<file path="src/rtl/dws_pkg.sv">
package dws_pkg;

  localparam int DEPTH = 16;
  localparam int AW    = $clog2(DEPTH);
  localparam int CW    = $clog2(DEPTH + 1);
  localparam int SW    = AW + 1;
  localparam int CMD_W = 3;
  localparam int VAL_W = 32;
  localparam int ST_W  = 2;

  typedef enum logic [CMD_W-1:0] {
    CMD_PUSH_FRONT = 3'd0,
    CMD_PUSH_BACK  = 3'd1,
    CMD_POP_FRONT  = 3'd2,
    CMD_POP_BACK   = 3'd3,
    CMD_SEARCH     = 3'd4
  } cmd_t;

  typedef enum logic [ST_W-1:0] {
    ST_DONE  = 2'd0,
    ST_FULL  = 2'd1,
    ST_EMPTY = 2'd2
  } status_t;

  typedef enum logic [1:0] {
    S_IDLE = 2'b01,
    S_SRCH = 2'b10
  } state_t;

endpackage

</file>
<file path="src/rtl/dws_if.sv">
interface dws_req_if;
  logic                              valid;
  logic                              ready;
  logic        [dws_pkg::CMD_W-1:0]  cmd;
  logic signed [dws_pkg::VAL_W-1:0]  value;

  modport source(output valid, cmd, value, input ready);
  modport sink(input valid, cmd, value, output ready);
endinterface

interface dws_rsp_if;
  logic                       valid;
  logic                       ready;
  logic [dws_pkg::ST_W-1:0]   status;
  logic                       found;

  modport source(output valid, status, found, input ready);
  modport sink(input valid, status, found, output ready);
endinterface

</file>
<file path="src/rtl/dws_ram.sv">
module dws_ram #(
  parameter int WIDTH = 32,
  parameter int DEPTH = 16
) (
  input  logic                     clk,
  input  logic                     we,
  input  logic [$clog2(DEPTH)-1:0] waddr,
  input  logic [WIDTH-1:0]         wdata,
  input  logic [$clog2(DEPTH)-1:0] raddr,
  output logic [WIDTH-1:0]         rdata
);

  logic [WIDTH-1:0] mem [DEPTH];

  always_ff @(posedge clk) begin
    if (we) begin
      mem[waddr] <= wdata;
    end
    rdata <= mem[raddr];
  end

endmodule

</file>
<file path="src/rtl/deque_with_search.sv">
// Channel  Dir  Word fields              Handshake
// req      in   cmd[2:0], value[31:0]    valid / ready
// rsp      out  status[1:0], found       valid / ready
//
// Push, pop and unused commands finish in the accept cycle; the result word
// shows on rsp in the following cycle.
// A search walks the n held entries (at most DEPTH), stopping at a hit: the
// single read port of the entry RAM feeds one 32-bit comparator per cycle.
// Synchronous reset empties the deque at once; the RAM is not cleared.
// req is ready only while no search runs and the result register is free or
// being taken, so a stalled rsp holds off new words.
module deque_with_search (
  input  logic       clk,
  input  logic       rst,
  dws_req_if.sink    req,
  dws_rsp_if.source  rsp
);

  dws_pkg::state_t state;

  logic [dws_pkg::AW-1:0] front, front_next;
  logic [dws_pkg::CW-1:0] count, count_next;

  logic [dws_pkg::AW-1:0] rd_ptr;
  logic [dws_pkg::CW-1:0] iss_cnt;
  logic                   cmp_valid;
  logic [dws_pkg::VAL_W-1:0] key;

  logic              rsp_valid;
  dws_pkg::status_t  rsp_status, imm_status;
  logic              rsp_found;

  logic                      ram_we;
  logic [dws_pkg::AW-1:0]    ram_waddr;
  logic [dws_pkg::VAL_W-1:0] ram_rdata;

  logic                   accept, full, empty, issue, hit, done;
  logic [dws_pkg::SW-1:0] back_sum;
  logic [dws_pkg::AW-1:0] back_addr;

  assign req.ready  = (state == dws_pkg::S_IDLE) && (!rsp_valid || rsp.ready);
  assign accept     = req.valid && req.ready;
  assign full       = (count == dws_pkg::CW'(dws_pkg::DEPTH));
  assign empty      = (count == '0);

  assign rsp.valid  = rsp_valid;
  assign rsp.status = rsp_status;
  assign rsp.found  = rsp_found;

  // Back slot is front + count, which stays below twice the depth.
  assign back_sum  = dws_pkg::SW'(front) + dws_pkg::SW'(count);
  assign back_addr = (back_sum >= dws_pkg::SW'(dws_pkg::DEPTH)) ?
                     dws_pkg::AW'(back_sum - dws_pkg::SW'(dws_pkg::DEPTH)) :
                     dws_pkg::AW'(back_sum);

  always_comb begin
    front_next = front;
    count_next = count;
    ram_we     = 1'b0;
    ram_waddr  = back_addr;
    imm_status = dws_pkg::ST_DONE;
    case (dws_pkg::cmd_t'(req.cmd))
      dws_pkg::CMD_PUSH_FRONT: begin
        if (full) begin
          imm_status = dws_pkg::ST_FULL;
        end else begin
          front_next = (front == '0) ? dws_pkg::AW'(dws_pkg::DEPTH - 1) :
                       front - 1'b1;
          ram_we     = accept;
          ram_waddr  = front_next;
          count_next = count + 1'b1;
        end
      end
      dws_pkg::CMD_PUSH_BACK: begin
        if (full) begin
          imm_status = dws_pkg::ST_FULL;
        end else begin
          ram_we     = accept;
          count_next = count + 1'b1;
        end
      end
      dws_pkg::CMD_POP_FRONT: begin
        if (empty) begin
          imm_status = dws_pkg::ST_EMPTY;
        end else begin
          front_next = (front == dws_pkg::AW'(dws_pkg::DEPTH - 1)) ? '0 :
                       front + 1'b1;
          count_next = count - 1'b1;
        end
      end
      dws_pkg::CMD_POP_BACK: begin
        if (empty) begin
          imm_status = dws_pkg::ST_EMPTY;
        end else begin
          count_next = count - 1'b1;
        end
      end
      default: begin
      end
    endcase
  end

  // Search walk: one read issued per cycle, compared the cycle after.
  assign issue = (state == dws_pkg::S_SRCH) && (iss_cnt < count);
  assign hit   = cmp_valid && (ram_rdata == key);
  assign done  = (state == dws_pkg::S_SRCH) && (hit || (!issue && !cmp_valid));

  always_ff @(posedge clk) begin
    if (rst) begin
      state     <= dws_pkg::S_IDLE;
      front     <= '0;
      count     <= '0;
      rsp_valid <= 1'b0;
      cmp_valid <= 1'b0;
    end else begin
      case (state)
        dws_pkg::S_IDLE: begin
          cmp_valid <= 1'b0;
          if (accept) begin
            if (dws_pkg::cmd_t'(req.cmd) == dws_pkg::CMD_SEARCH) begin
              state     <= dws_pkg::S_SRCH;
              rsp_valid <= 1'b0;
            end else begin
              front     <= front_next;
              count     <= count_next;
              rsp_valid <= 1'b1;
            end
          end else if (rsp.ready) begin
            rsp_valid <= 1'b0;
          end
        end
        dws_pkg::S_SRCH: begin
          if (done) begin
            state     <= dws_pkg::S_IDLE;
            rsp_valid <= 1'b1;
            cmp_valid <= 1'b0;
          end else begin
            cmp_valid <= issue;
          end
        end
        default: begin
          state <= dws_pkg::S_IDLE;
        end
      endcase
    end
  end

  always_ff @(posedge clk) begin
    if (accept) begin
      key     <= req.value;
      rd_ptr  <= front;
      iss_cnt <= '0;
      if (dws_pkg::cmd_t'(req.cmd) != dws_pkg::CMD_SEARCH) begin
        rsp_status <= imm_status;
        rsp_found  <= 1'b0;
      end
    end else if (issue) begin
      rd_ptr  <= (rd_ptr == dws_pkg::AW'(dws_pkg::DEPTH - 1)) ? '0 : rd_ptr + 1'b1;
      iss_cnt <= iss_cnt + 1'b1;
    end
    if (done) begin
      rsp_status <= dws_pkg::ST_DONE;
      rsp_found  <= hit;
    end
  end

  dws_ram #(
    .WIDTH(dws_pkg::VAL_W),
    .DEPTH(dws_pkg::DEPTH)
  ) u_ram (
    .clk  (clk),
    .we   (ram_we),
    .waddr(ram_waddr),
    .wdata(req.value),
    .raddr(rd_ptr),
    .rdata(ram_rdata)
  );

endmodule

</file>
<file path="src/flat_wrapper.sv">
// flat-port wrapper written by rule: the top's interface ports become plain ports
module deque_with_search_flat 
  (clk, rst, req_valid, req_cmd, req_value, req_ready, rsp_valid, rsp_status, rsp_found, rsp_ready);
  dws_req_if req_i ();
  dws_rsp_if rsp_i ();
  input  logic clk;
  input  logic rst;
  input wire logic [$bits(req_i.valid)-1:0] req_valid;
  input wire logic [$bits(req_i.cmd)-1:0] req_cmd;
  input wire logic [$bits(req_i.value)-1:0] req_value;
  output wire logic [$bits(req_i.ready)-1:0] req_ready;
  output wire logic [$bits(rsp_i.valid)-1:0] rsp_valid;
  output wire logic [$bits(rsp_i.status)-1:0] rsp_status;
  output wire logic [$bits(rsp_i.found)-1:0] rsp_found;
  input wire logic [$bits(rsp_i.ready)-1:0] rsp_ready;
  assign req_i.valid = req_valid;
  assign req_i.cmd = req_cmd;
  assign req_i.value = req_value;
  assign req_ready = req_i.ready;
  assign rsp_valid = rsp_i.valid;
  assign rsp_status = rsp_i.status;
  assign rsp_found = rsp_i.found;
  assign rsp_i.ready = rsp_ready;
  deque_with_search u_core (.clk(clk), .rst(rst), .req(req_i), .rsp(rsp_i));
endmodule
</file>
<file path="config.mk">
export PLATFORM = sky130hd
export DESIGN_NAME = deque_with_search_flat
export DESIGN_NICKNAME = d
export VERILOG_FILES = /design/src/rtl/dws_pkg.sv /design/src/rtl/dws_if.sv /design/src/rtl/dws_ram.sv /design/src/rtl/deque_with_search.sv /design/src/flat_wrapper.sv
export SDC_FILE = /design/constraint.sdc
export NUM_CORES = 1
export LEC_CHECK = 0
export BUFFER_PORTS_ARGS = -buffer_cell sky130_fd_sc_hd__clkbuf_2
export CAP_MARGIN = 40
export CELL_PAD_IN_SITES_DETAIL_PLACEMENT = 0
export CELL_PAD_IN_SITES_GLOBAL_PLACEMENT = 1
export CORE_ASPECT_RATIO = 1.4
export CORE_MARGIN = 8
export CORE_UTILIZATION = 35
export DETAILED_ROUTE_END_ITERATION = 8
export MAX_ROUTING_LAYER = met4
export PLACE_DENSITY_LB_ADDON = 0.1
export SYNTH_ARGS = -nofsm -noshare
export SYNTH_HDL_FRONTEND = slang
export SYNTH_HIERARCHICAL = 1
export SYNTH_SLANG_ARGS = --single-unit
</file>
<file path="constraint.sdc">
create_clock -name clk -period 6.3 [get_ports clk]
set_input_delay 1.26 -clock clk [delete_from_list [all_inputs] [get_ports clk]]
set_output_delay 1.26 -clock clk [all_outputs]
set_load 0.02 [all_outputs]
</file>
==> flow_summary.toml <==
[cts]
clockRootBuffer = "clkbuf_16"
cts_made_buffers = 58
ctsHoldBuffers = 0
cts-htree-levels = 2
ctsResizeCount = 0
clock_path_buffers = 3
postCtsSetupBuffers = 0
clkTransAtPathRegs_ns = 0.06
cts.sinks = 601
clk_latency_ns = 0.60
cts_tree = "done"

[synthesis]
synth_seq_cells = 601
synth_edf_count = 549
synth_flop_cell = "edfxtp_1"
ys_seq_area_share_pct = 76.58
synth_top_area_share_pct = 72.03
yosysUniqueCellTypes = 49
yosys_warnings = 6
synth_area_leaders = "edfxtp_1 (72%), mux4_2 (13%), dfxtp_1 (4.5%)"
post-synth-top-area-cell = "edfxtp_1"
syn_nets = 1182
syn_inst = 1124
synth_area_mm2 = 0.02289
synth_area_per_cell_um2 = 20.36
async_reset_ff_share_pct = 0

[grt]
grt_start_max_net_pins = 129
overflow = 0
grt.total_usage_pct = 15.11
antenna_found_initial = 1
grt_pass1_wl_um = 79610
grt_pass1_vias = 11520

[final_layout]
drive_gt1_share_pct = 25.10
post-route-cell-area_mm2 = 0.02628
layout_common_cells = "edfxtp_1 (549), mux4_2 (128), a22oi_1 (65)"
syn2layout_area_growth_pct = 14.84
antenna_cells = 0
final_nets = 1272
layout.cells.most_common = "edfxtp_1"

[drt]
vias = 10800
drt.antenna.violating_nets = 0
wl_per_cell_um = 25.64
drt_iter0_drc = 687
drc_errors = 0
vias_per_cell = 5.130
routed_wl_um = 54000
first_pass_iters = 5

[power_and_ir_drop]
switchingPower_mw = 1.990
pwr-share-seq_pct = 51.5
p_sw_share_pct = 22.73
p_int_mw = 6.763
power_density_mw_per_mm2 = 333.0
p_comb_share_pct = 9.2
ir_worst_vdd_mv = 0.2235
p_leak_nw = 8.468
clock_power_share_pct = 39.3
total_power_mw = 8.752

[critical_path]
crit_path_max_incr_delay_ns = 0.76
critical_path_arrival_ns = 4.37
worstPathCellList = "or4_1 > nor2_1 > nor4_1 > buf_4 > mux2i_1 > nand2_1 > nor2_4 > buf_4"
crit_path_end_kind = "flip-flop"
crit_slowest_cell = "mux2i_1"
startpoint_type = "flip-flop"
critPathMaxFanout = 17
worst-setup-path-type = "reg -> reg"
crit_buf_inv = 2
critical-path-top-delay-family = "simple AND/OR/NAND/NOR gates"
cp_common_cell = "buf_4"
reg2reg_slack_ns = 2.21
crit_required_ns = 6.58

[min_path]
holdCritPathClass = "reg -> reg"

[die]
core_area_mm2 = 0.06514
die_area_mm2 = 0.07395
ios = 44
num_rows = 111
start_util_pct = 35.14
die_x_um = 232.1
die_h_um = 318.6

[timing]
finalSetupViolations = 0
finalSetupTns_ns = 0
min_period_ns = 4.089
min_period_over_period_pct = 64.90
final_hold_viol_count = 0
worstMarginPinSlew_ns = 1.001
finalMaxSlewViolations = 0
max_freq_ghz = 0.2446
rsz0062_at_grt = "no"
maxSlewHeadroom_pct = 31.37
fin_skew_ns = 0.01688

[status]
status = "finished clean"

[placed_design]
gp_congestion = 0.7284
io_buffer_count = 43
place_hpwl_um = 32330
dpl-instance-area_mm2 = 0.02442

[run]
cap_violations = 0
## worst min-delay path, stage by stage (launching register included)
cell	delay (ns)
dfxtp_1	0.33
a21oi_1	0.06
nor2_1	0.07
## synth_stat cells, types with 11 or more instances
master and instances:
a21oi_1 21, ha_1 17, mux4_2 128, a22oi_1 65, nor2_1 48, dfxtp_1 52
xor2_1 36, inv_1 16, edfxtp_1 549, clkbuf_1 20, xnor2_1 11, nand2_1 50
## cells by family (layout without fill, tap and decap cells)
logic type,after synthesis,after routing,synth area share [%]
DFF,601,601,76.58
and+or+nand+nor,143,143,2.919
muxes,130,130,12.68
AOI/OAI and AO/OA,121,121,3.695
buffers and inverters,63,198,1.225
xor gates and xnor gates,47,47,1.798
adders and majority gates,19,19,1.104
## layer usage
metal	up-vias	global-route usage, %	part of all wire, %
li1	4770	-	-
met1	5784	19.26	44
met2	181	25.11	51
met3	68	2.228	3.5
met4	0	3.993	2.1
met5	-	-	0
## cell type report
class / count / area [µm²]
well taps: 847 / 1060
inverters: 16 / 60.06
clock inverters: 33 / 342.8
flip-flops and latches: 601 / 17530
clock buffers: 72 / 1525
repair buffers: 77 / 554.3
multi-input cells: 460 / 5215
fillers: 5786 / 38850
## path summary, 6_finish.rpt
kind,cells past startpoint,start,end
min reg2reg,2,u_core/rsp.status[1],u_core/rsp.status[1]
min,2,u_core/rsp.status[1],u_core/rsp.status[1]
max reg2reg,8,u_core/count[0],u_core/u_ram/mem[3][30]
max,8,u_core/count[0],u_core/u_ram/mem[3][30]
## through the flow
stage | worst slack (ns) | utilization, % | hold slack [ns] | instances
2_1_floorplan | 0.6970 | - | 0.4626 | 1124
3_3_place_gp | 1.623 | 37.31 | 0.4772 | 1994
3_5_place_dp | 1.722 | 37.48 | 0.4862 | 2001
4_1_cts | 2.258 | 40.35 | 0.5030 | 2106
5_1_grt | 2.031 | 40.35 | 0.5415 | 2106
6_report | 2.211 | 40.35 | 0.4943 | 2106
## state kept, by name, indices dropped and copies added (netlist names)
| register | flops |
|---|---|
| u_core/u_ram/mem | 512 |
| u_core/key | 32 |
| u_core/u_ram/rdata | 32 |
| u_core/count | 5 |
| u_core/iss_cnt | 5 |
| u_core/front | 4 |
| u_core/rd_ptr | 4 |
| u_core/rsp.status | 2 |
| u_core/state | 2 |
| u_core/cmp_valid | 1 |
| u_core/rsp.found | 1 |
| u_core/rsp.valid | 1 |
## power by group through the flow
stage,logic (mW),clock network [mW],registers (mW)
floorplan,0.494,0,4.59
global placement,0.824,0,4.59
detailed placement,0.829,0,4.60
CTS,0.831,3.55,4.51
global route,0.873,3.69,4.52
finish,0.801,3.44,4.51
Power figures use the tool's default switching activity.
